<file path="src/rtl/core/hashed_timer_wheel_core_assert.svh">
// Assertion macros for the timer wheel RTL.
`ifndef HASHED_TIMER_WHEEL_CORE_ASSERT_SVH
`define HASHED_TIMER_WHEEL_CORE_ASSERT_SVH

// same-cycle implication, sampled on clk, off during rst
`define HTW_ASSERT_IMP(lbl, ante, cons) \
  lbl: assert property (@(posedge clk) disable iff (rst) (ante) |-> (cons)) \
    else $error("timer wheel assertion failed");

// next-cycle implication, sampled on clk, off during rst
`define HTW_ASSERT_NXT(lbl, ante, cons) \
  lbl: assert property (@(posedge clk) disable iff (rst) (ante) |=> (cons)) \
    else $error("timer wheel assertion failed");

`endif

</file>
<file path="src/rtl/core/htw_pkg.sv">
// Shared constants and command codes for the hashed timer wheel.
package htw_pkg;

  localparam int TIMERS_DEF     = 16;
  localparam int WHEEL_SIZE_DEF = 64;

  localparam int MODE_W  = 2;
  localparam int ID_W    = 4;
  localparam int DELAY_W = 16;

  localparam logic [MODE_W-1:0] MODE_ARM    = 2'd0;
  localparam logic [MODE_W-1:0] MODE_CANCEL = 2'd1;
  localparam logic [MODE_W-1:0] MODE_TICK   = 2'd2;

endpackage

</file>
<file path="src/rtl/core/htw_ram.sv">
// Generic simple dual-port RAM, one write port, one registered read port.
module htw_ram #(
  parameter int WIDTH = 16,
  parameter int DEPTH = 16
) (
  input  logic                     clk,
  input  logic                     we,
  input  logic [$clog2(DEPTH)-1:0] waddr,
  input  logic [WIDTH-1:0]         wdata,
  input  logic [$clog2(DEPTH)-1:0] raddr,
  output logic [WIDTH-1:0]         rdata
);

  logic [WIDTH-1:0] mem [DEPTH];

  always_ff @(posedge clk) begin
    if (we) begin
      mem[waddr] <= wdata;
    end
    rdata <= mem[raddr];
  end

endmodule

</file>
<file path="src/rtl/core/htw_div.sv">
// Divider by a constant: reciprocal multiply, then quotient, then remainder, each in its own registered stage.
module htw_div #(
  parameter int DIVISOR = 64,
  parameter int NUM_W   = 16,
  parameter int REM_W   = 6
) (
  input  logic             clk,
  input  logic             rst,
  input  logic             start,
  input  logic [NUM_W-1:0] dividend,
  output logic             done,
  output logic [NUM_W-1:0] quotient,
  output logic [REM_W-1:0] remainder
);

  localparam int     SHIFT = NUM_W + $clog2(DIVISOR);
  localparam int     MAG_W = NUM_W + 2;
  localparam int     PRD_W = NUM_W + MAG_W;
  localparam int     DIV_W = $clog2(DIVISOR + 1);
  localparam int     BCK_W = NUM_W + DIV_W;
  // ceil(2^SHIFT / DIVISOR), exact for every NUM_W-bit dividend
  localparam longint MAGIC = ((longint'(1) << SHIFT) + longint'(DIVISOR) - longint'(1)) /
                             longint'(DIVISOR);

  logic [3:0]       stage;
  logic [NUM_W-1:0] num;
  logic [PRD_W-1:0] prod;
  logic [NUM_W-1:0] quo;
  logic [BCK_W-1:0] back;
  logic [REM_W-1:0] rem;

  assign back      = BCK_W'(quo) * BCK_W'(DIVISOR);
  assign done      = stage[3];
  assign quotient  = quo;
  assign remainder = rem;

  always_ff @(posedge clk) begin
    if (rst) begin
      stage <= '0;
    end else begin
      stage <= {stage[2:0], start};
    end
  end

  always_ff @(posedge clk) begin
    if (start) begin
      num <= dividend;
    end
    if (stage[0]) begin
      prod <= PRD_W'(num) * PRD_W'(MAGIC);
    end
    if (stage[1]) begin
      quo <= NUM_W'(prod >> SHIFT);
    end
    if (stage[2]) begin
      rem <= REM_W'(num - NUM_W'(back));
    end
  end

endmodule

</file>
<file path="src/rtl/core/hashed_timer_wheel_core.sv">
// Hashed timer wheel top level: command sequencer, timer table and fire output.
//
//  channel | valid      | stall      | payload
//  --------+------------+------------+--------------------------------
//  cmd     | cmd_valid  | cmd_stall  | mode, timer_id, delay_ticks
//  fire    | fire_valid | fire_stall | fired_id, last
//
// Cancel clears the valid bit without leaving ST_IDLE. Arm waits in ST_DIV for
// the constant divider that splits the delay into bucket offset and rounds
// over three registered stages, then writes the entry. Tick scans the table
// (one RAM read per entry) and then walks the fired mask when anything fires.
// Reset clears the valid bits and the bucket pointer.
// fire_stall pauses the fired-id walk; cmd_stall stays high until it ends.
`include "hashed_timer_wheel_core_assert.svh"

module hashed_timer_wheel_core import htw_pkg::*; #(
  parameter int TIMERS     = TIMERS_DEF,
  parameter int WHEEL_SIZE = WHEEL_SIZE_DEF
) (
  input  logic               clk,
  input  logic               rst,
  input  logic               cmd_valid,
  output logic               cmd_stall,
  input  logic [MODE_W-1:0]  mode,
  input  logic [ID_W-1:0]    timer_id,
  input  logic [DELAY_W-1:0] delay_ticks,
  output logic               fire_valid,
  input  logic               fire_stall,
  output logic [ID_W-1:0]    fired_id,
  output logic               last
);

  localparam int IW = $clog2(TIMERS);
  localparam int CW = $clog2(TIMERS + 1);
  localparam int BW = $clog2(WHEEL_SIZE);
  localparam int RW = $clog2(((2 ** DELAY_W) - 1) / WHEEL_SIZE + 1);
  localparam int EW = BW + RW;

  typedef enum logic [4:0] {
    ST_IDLE  = 5'b00001,
    ST_DIV   = 5'b00010,
    ST_WRITE = 5'b00100,
    ST_SCAN  = 5'b01000,
    ST_EMIT  = 5'b10000
  } state_t;

  state_t              state;
  logic [TIMERS-1:0]   entry_valid;
  logic [TIMERS-1:0]   fire_mask;
  logic [TIMERS-1:0]   mask_rest;
  logic [BW-1:0]       current_bucket;
  logic [IW-1:0]       arm_id;
  logic [CW-1:0]       rd_cnt;
  logic [IW-1:0]       idx;
  logic                ev_valid;
  logic [IW-1:0]       ev_idx;

  logic                ram_we;
  logic [IW-1:0]       ram_waddr;
  logic [EW-1:0]       ram_wdata;
  logic [EW-1:0]       ram_rdata;
  logic [BW-1:0]       rd_bucket;
  logic [RW-1:0]       rd_rounds;

  logic                div_start;
  logic                div_done;
  logic [DELAY_W-1:0]  div_quo;
  logic [BW-1:0]       div_rem;
  logic [BW:0]         bucket_sum;
  logic [BW-1:0]       bucket_new;

  logic                cmd_fire;
  logic                id_ok;
  logic                hit;
  logic                fire_free;
  logic                scan_end;

  assign cmd_stall  = (state != ST_IDLE);
  assign cmd_fire   = cmd_valid && !cmd_stall;
  assign id_ok      = 32'(timer_id) < 32'(TIMERS);
  assign div_start  = cmd_fire && (mode == MODE_ARM) && id_ok;
  assign idx        = rd_cnt[IW-1:0];
  assign fire_free  = !fire_valid || !fire_stall;
  assign mask_rest  = fire_mask & ~({{(TIMERS-1){1'b0}}, 1'b1} << idx);
  assign scan_end   = (rd_cnt == CW'(TIMERS)) && !ev_valid;

  assign {rd_bucket, rd_rounds} = ram_rdata;
  assign hit = ev_valid && entry_valid[ev_idx] && (rd_bucket == current_bucket);

  assign bucket_sum = {1'b0, current_bucket} + {1'b0, div_rem};
  assign bucket_new = (bucket_sum >= (BW+1)'(WHEEL_SIZE)) ?
                      BW'(bucket_sum - (BW+1)'(WHEEL_SIZE)) : BW'(bucket_sum);

  always_comb begin
    ram_we    = 1'b0;
    ram_waddr = arm_id;
    ram_wdata = {bucket_new, RW'(div_quo)};
    if (state == ST_WRITE) begin
      ram_we = 1'b1;
    end else if ((state == ST_SCAN) && hit && (rd_rounds != '0)) begin
      ram_we    = 1'b1;
      ram_waddr = ev_idx;
      ram_wdata = {rd_bucket, rd_rounds - 1'b1};
    end
  end

  htw_ram #(
    .WIDTH (EW),
    .DEPTH (TIMERS)
  ) u_table (
    .clk   (clk),
    .we    (ram_we),
    .waddr (ram_waddr),
    .wdata (ram_wdata),
    .raddr (idx),
    .rdata (ram_rdata)
  );

  htw_div #(
    .DIVISOR (WHEEL_SIZE),
    .NUM_W   (DELAY_W),
    .REM_W   (BW)
  ) u_div (
    .clk       (clk),
    .rst       (rst),
    .start     (div_start),
    .dividend  (delay_ticks),
    .done      (div_done),
    .quotient  (div_quo),
    .remainder (div_rem)
  );

  always_ff @(posedge clk) begin
    if (rst) begin
      state          <= ST_IDLE;
      entry_valid    <= '0;
      fire_mask      <= '0;
      current_bucket <= '0;
      rd_cnt         <= '0;
      ev_valid       <= 1'b0;
      fire_valid     <= 1'b0;
    end else begin
      if (fire_valid && !fire_stall && !((state == ST_EMIT) && fire_mask[idx])) begin
        fire_valid <= 1'b0;
      end
      unique case (state)
        ST_IDLE: begin
          if (cmd_fire) begin
            unique case (mode)
              MODE_ARM: begin
                if (id_ok) begin
                  state <= ST_DIV;
                end
              end
              MODE_CANCEL: begin
                if (id_ok) begin
                  entry_valid[IW'(timer_id)] <= 1'b0;
                end
              end
              MODE_TICK: begin
                rd_cnt   <= '0;
                ev_valid <= 1'b0;
                state    <= ST_SCAN;
              end
              default: ;
            endcase
          end
        end
        ST_DIV: begin
          if (div_done) begin
            state <= ST_WRITE;
          end
        end
        ST_WRITE: begin
          entry_valid[arm_id] <= 1'b1;
          state               <= ST_IDLE;
        end
        ST_SCAN: begin
          if (rd_cnt < CW'(TIMERS)) begin
            rd_cnt   <= rd_cnt + 1'b1;
            ev_valid <= 1'b1;
          end else begin
            ev_valid <= 1'b0;
          end
          if (hit && (rd_rounds == '0)) begin
            entry_valid[ev_idx] <= 1'b0;
            fire_mask[ev_idx]   <= 1'b1;
          end
          if (scan_end) begin
            current_bucket <= (current_bucket == BW'(WHEEL_SIZE - 1)) ?
                              '0 : current_bucket + 1'b1;
            rd_cnt <= '0;
            state  <= (fire_mask != '0) ? ST_EMIT : ST_IDLE;
          end
        end
        ST_EMIT: begin
          if (fire_mask[idx]) begin
            if (fire_free) begin
              fire_mask[idx] <= 1'b0;
              fire_valid     <= 1'b1;
              if (mask_rest == '0) begin
                state <= ST_IDLE;
              end else begin
                rd_cnt <= rd_cnt + 1'b1;
              end
            end
          end else begin
            rd_cnt <= rd_cnt + 1'b1;
          end
        end
        default: state <= ST_IDLE;
      endcase
    end
  end

  always_ff @(posedge clk) begin
    ev_idx <= idx;
    if (div_start) begin
      arm_id <= IW'(timer_id);
    end
    if ((state == ST_EMIT) && fire_mask[idx] && fire_free) begin
      fired_id <= ID_W'(idx);
      last     <= (mask_rest == '0);
    end
  end

  `HTW_ASSERT_NXT(a_mask_only_drains, state == ST_EMIT, (fire_mask & ~$past(fire_mask)) == '0)
  `HTW_ASSERT_IMP(a_fired_is_freed, (state == ST_EMIT) && fire_mask[idx], !entry_valid[idx])
  `HTW_ASSERT_NXT(a_bucket_moves_on_scan, state != ST_SCAN, $stable(current_bucket))

endmodule

</file>
<file path="config.mk">
export PLATFORM = sky130hd
export DESIGN_NAME = hashed_timer_wheel_core
export DESIGN_NICKNAME = d
export VERILOG_FILES = /design/src/rtl/core/htw_pkg.sv /design/src/rtl/core/htw_ram.sv /design/src/rtl/core/htw_div.sv /design/src/rtl/core/hashed_timer_wheel_core.sv
export VERILOG_INCLUDE_DIRS = /design/src /design/src/rtl/core
export SDC_FILE = /design/constraint.sdc
export NUM_CORES = 1
export LEC_CHECK = 0
export BUFFER_PORTS_ARGS = -buffer_cell sky130_fd_sc_hd__clkbuf_2
export CORE_MARGIN = 1
export CORE_UTILIZATION = 51
export DETAILED_ROUTE_END_ITERATION = 6
export PLACE_DENSITY = 0.67
export SLEW_MARGIN = 20
export SYNTH_ARGS = -nofsm -noshare
export SYNTH_HDL_FRONTEND = slang
export SYNTH_SLANG_ARGS = --single-unit
</file>
<file path="constraint.sdc">
create_clock -name clk -period 4.26 [get_ports clk]
set_input_delay 0.852 -clock clk [delete_from_list [all_inputs] [get_ports clk]]
set_output_delay 0.852 -clock clk [all_outputs]
set_load 0.05 [all_outputs]
</file>
==> results of run 1 <==
==> cell usage after synthesis, types with 13 or more instances <==
cell type and instances:
nand2_1 50, nor3_1 24, nor2b_1 16, xnor2_1 14
edfxtp_1 307, nor2_1 37, clkbuf_1 31, a21oi_1 40
ha_1 13, inv_1 21, dfxtp_1 74, o21ai_1 59
mux4_2 87, nand3_1 20
==> state kept, by name, indices dropped and copies added, names as in the netlist, 4 cells and up <==
register,cells
arm_id,4
current_bucket,6
entry_valid,16
ev_idx,4
fire_mask,16
fired_id,4
rd_cnt,5
state,5
u_div.num,16
u_div.prod,10
u_div.quotient,10
u_div.remainder,6
u_div.stage,4
u_table.mem,256
u_table.rdata,16
==> per-stage QoR <==
stage,std cells,instance area (um2)
after floorplan,952,15500
after global placement,1351,16200
after detailed placement,1351,16200
after CTS,1424,17500
after global routing,1424,17500
final,1424,17500
==> metal layers <==
layer | wire, um | vias to the layer above
met5 | 0 | -
met3 | 2280 | 72
li1 | - | 3896
met1 | 14100 | 4350
met2 | 16500 | 353
met4 | 1140 | 0
==> report_power, final <==
| part | internal, mW | switching, mW |
|---|---|---|
| sequential | 3.99 | 0.00963 |
| clock | 2.07 | 1.41 |
| combinational | 0.0324 | 0.0702 |
| total | 6.09 | 1.49 |
==> cell type report <==
class	instances	area, um2	area share [%]
timing repair buffer	57	348	1.98
sequential	381	10700	61.0
clock buffer	48	1040	5.93
inverter	25	93.8	0.535
multi-input combinational	498	4580	26.1
clock inverter	25	288	1.64
tap	390	488	2.78
==> cell families after synthesis <==
family                   Yosys count
flip-flops                       381
multiplexers                      97
AO/OA/AOI/OAI                    155
AND/OR/NAND/NOR                  208
buffers and inverters             73
XOR/XNOR                          24
adder cells (fa/ha/maj)           14
==> worst max path at each step <==
stage | end | slack (ps) | depth (start not counted)
2_1_floorplan | arm_id[0] | 1030 | 4
3_3_place_gp | u_table.mem[6][1] | 1230 | 6
3_5_place_dp | u_table.mem[12][1] | 1140 | 6
4_1_cts | u_table.mem[2][1] | 1140 | 6
5_1_grt | u_table.mem[8][13] | 850 | 9
6_report | u_table.mem[15][13] | 1120 | 7
==> metrics.md, run 1 <==
| Metric | Value |
|---|---|
| Run status | `finished, final reports clean` |
| Hold Path Depth | `0` |
| Setup WS pre-CTS | `approximately 1100 ps` |
| Root Buffer | `clkbuf_16` |
| Crit path launch | `ev_idx[1]` |
| Clock Tree Buf Depth | `3` |
| FMAX | `318 MHz` |
| Drt wl/cell | `~24 um` |
| CP max FO | `16` |
| Async SR Flop Fraction | `0%` |
| Largest net degree at the start of global routing | `42` |
| Crit path max-delay family | `compound AO/OA/AOI/OAI gates` |
| EDFF count, synth | `roughly 310` |
| Die W | `176 um` |
| Top_reg_cell synth | `edfxtp_1` |
| Reg-to-reg startpoint | `ev_idx[1]` |
| Final cell utilization of the core | `about 59%` |
| Top cell type by total area after synthesis | `edfxtp_1` |
| Synth top area share | `between 50% and 60%` |
| Met1 Resource Use GR | `31.1%` |
| Mapped Area | `0.0155 mm2` |
| FP Rows | `63` |
| Final min period | `roughly 3100 ps` |
| Gr busiest metal | `met2` |
| DRC | `0` |
| M3 GR Usage | `approximately 3.8%` |
| Post-Route WL | `about 34,000 um` |
| First-pass GRT wire length | `between 50,000 and 60,000 um` |
| Hold slack | `a little over 400 ps` |
| Compound-Gate Fraction of Synth Area | `just over 6%` |
| Crit path DAT | `3330 ps` |
| Clock latency on the worst-skew pair | `540 ps` |
| Crit share post-route | `between 70% and 80%` |
| Worst min path class | `flop to flop` |
| Gpl congestion | `between 0.9 and 1` |
| Power per cell area | `approximately 430 mW/mm2` |
| Crit path buf inv count | `1` |
| Ports | `33` |
| Diodes inserted | `0` |
| Total track usage | `between 20% and 30%` |
| Post-CTS sizing | `0` |
| Die height | `176 um` |
| Most frequent cells in the layout | `307 x edfxtp_1, 87 x mux4_2, 71 x dfxtp_1, 50 x nand2_1, 41 x o21ai_1` |
| Hold path endpoint | `u_div.quotient[5]` |
| Cells after Synth | `~950` |
| CTS tree | `done` |
| Critical Path Sink Type | `flop` |
| Slew @ Worst Pin | `roughly 1000 ps` |
| IO Port Bufs | `32` |
| Leak | `between 5 and 6 nW` |
| Share of layout cells above drive strength 1 | `between 20% and 30%` |
| GR Overflow Total | `0` |
| Synth Register Bits | `approximately 380` |
| Simple-Gate Fraction of Synth Area | `~7%` |
| Die area | `around 0.031 mm2` |
| Initial antenna violation count | `0` |
| Largest family of logic cells by synthesized area | `multiplexers` |
| Clock transition at path regs | `around 60 ps` |
| Total power | `about 7.6 mW` |
| Post-Synth Adder-Cell Area | `under 10%` |
| CP Launch Type | `flop` |
| Final TNS setup | `0 ps` |
| Initial Util | `between 50 and 60%` |
| CP max stage delay | `roughly 800 ps` |
| Post-route setup slack | `between 1000 and 1500 ps` |
| Flop-to-flop setup slack | `around 1100 ps` |
| Total Nets Final | `1,043` |
| DRT antenna net count | `0` |
| Drt first pass iters | `5` |
| Xor/xnor share of the synthesized area | `under 10%` |
| Initial drt markers | `756` |
| RSZ-0062 raised after global routing | `no` |
| H-tree levels | `2` |
| Vias in the first global route | `~8,500` |
| Synth area leaders | `edfxtp_1 59%, mux4_2 13%, dfxtp_1 9.6%` |
| Vias | `roughly 8,700` |
| Area delta synth->final | `13.1%` |
| Final-report setup violation count | `0` |
| Reg-to-reg endpoint | `u_table.mem[15][13]` |
| Syn nets | `992` |
| Crit-path slowest cell | `a21oi_1` |
| Hold Buf Count CTS | `0` |
| Crit path kind | `flop to flop` |
| Worst hold path startpoint | `u_div.prod[27]` |
| Post-synthesis sequential area ratio | `69.0%` |
| Via density | `just over 6` |
| CTS Buf Count | `40` |
| CP cell instances | `mux4_2, mux2i_1, nand2_1, nand4_1, buf_4, nor2_1, a21oi_1` |
| Avg Inst Size Synth | `16.3 um2` |
| Worst Reg-to-Reg Cells | `7` |
| Clk_skew | `13.2 ps` |
| Core area | `0.0298 mm2` |
| Syn. warnings | `0` |
| Slew headroom | `a little under a third` |
| Hpwl dp | `approximately 20,000 um` |
| Setup bufs post-CTS | `0` |
| Fin. Hold Viols | `0` |
| GR Util met2 | `between 30 and 40%` |
| CP Data Required Time | `4440 ps` |
| Maximum vdd drop | `between 400 and 500 uV` |
| Distinct cells, synth | `64` |
| Slew Viols, Final | `0` |
| Clk sink count | `381` |
| Max Cap Viol | `0` |
| Fillers | `roughly 2,300` |
| Post-synthesis mux area share | `13.3%` |
| Most common cell after layout, fill and taps aside | `edfxtp_1` |
No activity file was read; power rests on OpenSTA's default activity.
==> run 2: changes to the inputs <==
Settings changed: PLACE_DENSITY 0.67 to 0.7.
Clock period 4.26 ns to 2.6 ns, I/O delays scaled along.
==> run 2 against run 1 <==
Effect of this change: sequential share of layout area decreased by 2.4 points; wire length is 4.9% higher; count of clock-buffer cells in the layout rose by 10; cell area is 4.1% higher; first-iteration DRC count rose by 44%; combinational power grew 78%; setup slack worse by 1000 ps; cell count increased by 4.1%; hold slack got worse by 250 ps; flip-flop and latch count unchanged; maximum frequency grew 24%; highest routed layer unchanged.
==> metrics.md, run 2 (same netlist as run 1, synthesis figures left out) <==
| Metric | Value |
|---|---|
| Post-Route WL | `35,700 um (was 34,000 um)` |
| Final cell utilization of the core | `61.3% (was 58.9%)` |
| Die W | `176 um (unchanged)` |
| Clk sink count | `381 (unchanged)` |
| Vias | `9,063 (was 8,671)` |
| Critical Path Sink Type | `flop (unchanged)` |
| Crit share post-route | `97.2% (was 73.8%)` |
| Root Buffer | `clkbuf_16 (unchanged)` |
| Slew @ Worst Pin | `872 ps (was 1050 ps)` |
| Initial drt markers | `1,092 (was 756)` |
| Final min period | `2530 ps (was 3140 ps)` |
| CTS Buf Count | `39 (was 40)` |
| Run status | `finished, final reports clean (unchanged)` |
| Clock Tree Buf Depth | `3 (unchanged)` |
| CP Data Required Time | `3060 ps (was 4440 ps)` |
| First-pass GRT wire length | `53,000 um (was 51,500 um)` |
| Fillers | `2,175 (was 2,296)` |
| Crit path kind | `flop to flop (unchanged)` |
| Hold slack | `162 ps (was 416 ps)` |
| DRC | `0 (unchanged)` |
| Slew headroom | `41.9% (was 30.2%)` |
| RSZ-0062 raised after global routing | `yes (was no)` |
| IO Port Bufs | `32 (unchanged)` |
| Diodes inserted | `0 (unchanged)` |
| Die height | `176 um (unchanged)` |
| Drt first pass iters | `5 (unchanged)` |
| Area delta synth->final | `17.8% (was 13.1%)` |
| H-tree levels | `2 (unchanged)` |
| Top reg by flops | `u_table.mem (unchanged)` |
| Leak | `5.93 nW (was 5.58 nW)` |
| Maximum vdd drop | `590 uV (was 402 uV)` |
| Total power | `12.0 mW (was 7.58 mW)` |
| GR Overflow Total | `0 (unchanged)` |
| Initial Util | `52.0% (unchanged)` |
| Most common cell after layout, fill and taps aside | `edfxtp_1 (unchanged)` |
| Crit path DAT | `2980 ps (was 3330 ps)` |
| Initial antenna violation count | `0 (unchanged)` |
| FMAX | `396 MHz (was 318 MHz)` |
| Largest net degree at the start of global routing | `53 (was 42)` |
| Hold Buf Count CTS | `0 (unchanged)` |
| Drt wl/cell | `24.1 um (was 23.9 um)` |
| Ports | `33 (unchanged)` |
| Clock latency on the worst-skew pair | `530 ps (was 540 ps)` |
| Power per cell area | `659 mW/mm2 (was 432 mW/mm2)` |
| Max Cap Viol | `0 (unchanged)` |
| DRT antenna net count | `0 (unchanged)` |
| Total track usage | `23.3% (was 22.5%)` |
| Clock transition at path regs | `60 ps (about the same)` |
| Via density | `6.11 (was 6.09)` |
| Final-report setup violation count | `0 (unchanged)` |
| Worst min path class | `input pin to flop (was flop to flop)` |
| Core area | `0.0298 mm2 (unchanged)` |
| Share of layout cells above drive strength 1 | `27.7% (was 23.3%)` |
| Fin. Hold Viols | `0 (unchanged)` |
| Clk_skew | `19.0 ps (was 13.2 ps)` |
| Vias in the first global route | `8,671 (was 8,527)` |
| Most frequent cells in the layout | `307 x edfxtp_1, 87 x mux4_2, 71 x dfxtp_1, 60 x buf_4, 50 x nand2_1 (was 307 x edfxtp_1, 87 x mux4_2, 71 x dfxtp_1, 50 x nand2_1, 41 x o21ai_1)` |
| Slew Viols, Final | `0 (unchanged)` |
| Max FFs per register | `256 (unchanged)` |
| Die area | `0.0311 mm2 (unchanged)` |
| CP max FO | `16 (unchanged)` |
| Gpl congestion | `0.930 (was 0.933)` |
| Hpwl dp | `22,100 um (was 20,400 um)` |
| Total Nets Final | `1,102 (was 1,043)` |
| FP Rows | `63 (unchanged)` |
| CP Launch Type | `flop (unchanged)` |
| CTS tree | `done (unchanged)` |
## run 2: changes by cell type in the layout (fill, tap and decap cells not counted), sizes merged
cell	previous run	this run
buf	25	82
clkbuf	80	91
bufinv	5	1
clkinv	14	10
inv	28	26
mux2	5	7
clkinvlp	3	2
## run 2: metrics by stage
step,std cells,worst slack (ps),area (um2),TNS [ps]
after global routing,1483,-30.9,18300,-107
after detailed placement,1402,-136,16900,-10910
final,1483,73.0,18300,0
after CTS,1474,-87.9,18100,-4540
after global placement,1402,-63.3,16900,-2440
after floorplan,952,-342,15500,-87460
## run 2: metal layers
metal  vias up  track usage (%)  routed length [um]
met5         -                0                   0
met3        72             4.52                2580
met1      4583             33.7               15300
li1       4020                -                   -
met4         0             7.33                 913
met2       388             35.9               16900
## run 2: layout make-up
type                       instances  area, um2  area share (%)
sequential                       381      10700            58.6
multi-input combinational        500       4680            25.6
clock buffer                      58       1100            6.02
timing repair buffer             115       1080            5.93
tap                              390        488            2.67
clock inverter                    14        111           0.610
inverter                          25       93.8           0.514
## run 2: path summary, 6_finish.rpt
| check | startpoint | to | slack (ps) | depth (start not counted) |
|---|---|---|---|---|
| worst min-delay path | delay_ticks[12] | u_div.num[12] | 160 | 1 |
| worst max-delay path | ev_idx[1] | entry_valid[1] | 70 | 8 |
| worst max register to register | ev_idx[1] | entry_valid[1] | 70 | 8 |
| worst min register to register | u_div.num[3] | u_div.remainder[3] | 420 | 0 |
## run 2: timing repair
action,4_1_cts,5_1_grt
gates cloned,0,3
setup endpoints to repair,160,449
pin swaps,0,1
setup buffers,0,6
gates resized for setup,9,10
## run 2: critical path: stages, from the launching register on
cell and delay (ps):
dfxtp_1 380, buf_12 120, mux4_2 470, mux2i_1 190, nand2_1 100, buf_4 160, a41oi_2 660, o21ai_1 190
a21oi_1 200
## run 2: power breakdown
group,internal [mW],switching (mW),total (mW),leakage (nW)
Combinational,0.0636,0.119,0.183,1.97
Clock,3.05,2.26,5.31,0.588
Sequential,6.53,0.0152,6.55,3.37
==> run 3: changes to the inputs <==
Settings changed: CORE_ASPECT_RATIO set to 1.4.
==> run 3 against run 2 <==
Effect of this change: cell count is 0.40% lower; critical endpoint is now cmd_stall; clock power is 4.5% higher; count of clock-buffer cells in the layout is 11 lower; wire length is 2.7% higher; global-route usage is 1.2 points higher; combinational power is 5% higher.
==> metrics.md, run 3 (same netlist as run 1, synthesis figures left out) <==
| Metric | Value |
|---|---|
| Post-route setup slack | `86.4 ps (was 73.0 ps)` |
| GR Overflow Total | `0 (unchanged)` |
| DRT antenna net count | `0 (unchanged)` |
| Ports | `33 (unchanged)` |
| DRC | `0 (unchanged)` |
| Crit share post-route | `96.7% (was 97.2%)` |
| CTS tree | `done (unchanged)` |
| Leak | `5.94 nW (was 5.93 nW)` |
| Crit path DAT | `1990 ps (was 2980 ps)` |
| Initial Util | `51.8% (was 52.0%)` |
| CTS Buf Count | `38 (was 39)` |
| Maximum vdd drop | `554 uV (was 590 uV)` |
| Clock latency on the worst-skew pair | `530 ps (about the same)` |
| Setup WS pre-CTS | `-18.6 ps (was -136 ps)` |
| Gpl congestion | `0.951 (was 0.930)` |
| First-pass GRT wire length | `55,500 um (was 53,000 um)` |
| Clk_skew | `11.5 ps (was 19.0 ps)` |
| Area delta synth->final | `18.1% (was 17.8%)` |
| RSZ-0062 raised after global routing | `no (was yes)` |
| Drt first pass iters | `5 (unchanged)` |
| Max FFs per register | `256 (unchanged)` |
| H-tree levels | `2 (unchanged)` |
| Total power | `12.3 mW (was 12.0 mW)` |
| CP Data Required Time | `2080 ps (was 3060 ps)` |
| Largest net degree at the start of global routing | `67 (was 53)` |
| Vias in the first global route | `9,040 (was 8,671)` |
| Root Buffer | `clkbuf_16 (unchanged)` |
| Final-report setup violation count | `0 (unchanged)` |
| FP Rows | `75 (was 63)` |
| Clk sink count | `381 (unchanged)` |
| Critical Path Sink Type | `output port (was flop)` |
| Drt wl/cell | `24.8 um (was 24.1 um)` |
| Share of layout cells above drive strength 1 | `28.5% (was 27.7%)` |
| Hold slack | `159 ps (was 162 ps)` |
| Initial drt markers | `737 (was 1,092)` |
| Crit path kind | `flop to output port (was flop to flop)` |
| Vias | `8,917 (was 9,063)` |
| Hpwl dp | `22,800 um (was 22,100 um)` |
| Power per cell area | `671 mW/mm2 (was 659 mW/mm2)` |
| Die W | `149 um (was 176 um)` |
| Post-Route WL | `36,700 um (was 35,700 um)` |
| Diodes inserted | `0 (unchanged)` |
| Via density | `6.04 (was 6.11)` |
| Initial antenna violation count | `0 (unchanged)` |
| Max Cap Viol | `0 (unchanged)` |
| Most common cell after layout, fill and taps aside | `edfxtp_1 (unchanged)` |
| Fin. Hold Viols | `0 (unchanged)` |
| Top reg by flops | `u_table.mem (unchanged)` |
| Run status | `finished, final reports clean (unchanged)` |
| CP max FO | `6 (was 16)` |
| Final TNS setup | `0 ps (unchanged)` |
| Die height | `208 um (was 176 um)` |
| Worst min path class | `input pin to flop (unchanged)` |
| Final cell utilization of the core | `61.2% (was 61.3%)` |
| Core area | `0.0299 mm2 (was 0.0298 mm2)` |
| Total Nets Final | `1,103 (was 1,102)` |
| Clock transition at path regs | `60 ps (about the same)` |
| Slew headroom | `59.9% (was 41.9%)` |
| Most frequent cells in the layout | `307 x edfxtp_1, 87 x mux4_2, 70 x dfxtp_1, 60 x buf_4, 50 x nand2_1 (was 307 x edfxtp_1, 87 x mux4_2, 71 x dfxtp_1, 60 x buf_4, 50 x nand2_1)` |
| FMAX | `398 MHz (was 396 MHz)` |
| Die area | `0.0311 mm2 (about the same)` |
| Total track usage | `24.5% (was 23.3%)` |
| CP Launch Type | `flop (unchanged)` |
| Slew @ Worst Pin | `601 ps (was 872 ps)` |
| IO Port Bufs | `32 (unchanged)` |
| Final min period | `2510 ps (was 2530 ps)` |
| Clock Tree Buf Depth | `3 (unchanged)` |
| Slew Viols, Final | `0 (unchanged)` |
[run 3: cell count changes in the layout (fill, tap and decap cells not counted), moves of 3 or more]
cell	before	now
clkbuf_8	1	5
inv_6	0	3
o21ai_4	3	0
o21ai_1	36	42
buf_12	21	26
o21ai_2	20	17
clkbuf_1	16	3
clkbuf_16	42	39
mux2_4	4	1
[run 3: where the power goes]
| part | internal [mW] | switching (mW) |
|---|---|---|
| clock network | 3.22 | 2.33 |
| registers | 6.53 | 0.0138 |
| logic | 0.0746 | 0.118 |
| total | 9.82 | 2.46 |
[run 3: metal layers]
layer  up-vias  track usage [%]  part of all wire, %  routed length [um]
met5         -                0                    0                   0
met4         0             9.47                  3.6                1310
met3        81             3.77                  5.4                1990
met2       312             41.7                   52               19100
met1      4522             31.4                   39               14200
li1       4002                -                    -                   -
[run 3: repair_timing]
action / CTS / global route
cloned: 0 / 0
endpoints found under the setup margin: 42 / 178
pin swaps: 0 / 2
gates resized for setup: 3 / 8
hold buffers: 0 / 0
setup buffers: 0 / 1
endpoints found under the hold margin: 0 / 0
[run 3: worst paths after layout]
kind                    startpoint            endpoint  slack [ps]  depth (start not counted)
setup / recovery          state[2]           cmd_stall          90                          5
hold / removal     delay_ticks[11]       u_div.num[11]         160                          1
setup reg to reg  u_table.rdata[0]  u_table.mem[8][15]         140                          8
hold reg to reg       u_div.num[6]      u_div.prod[22]         410                          0
[run 3: area by class of cell]
cell class / count / area, um2
fillers: 2179 / 11600
flip-flops and latches: 381 / 10700
multi-input cells: 498 / 4600
repair buffers: 119 / 1140
clock buffers: 47 / 1060
well taps: 385 / 482
clock inverters: 22 / 220
inverters: 25 / 93.8
[run 3: worst max-delay path: stages, from the launching register on]
cell and delay, ps:
dfxtp_1 310, buf_4 150, or3_4 400, nor3b_2 240, inv_2 130, clkbuf_4 230
[run 3: stage by stage]
step	instance area, um2	std cells
floorplan	15500	952
global placement	17000	1407
detailed placement	17000	1407
CTS	18300	1476
global route	18300	1477
finish	18300	1477
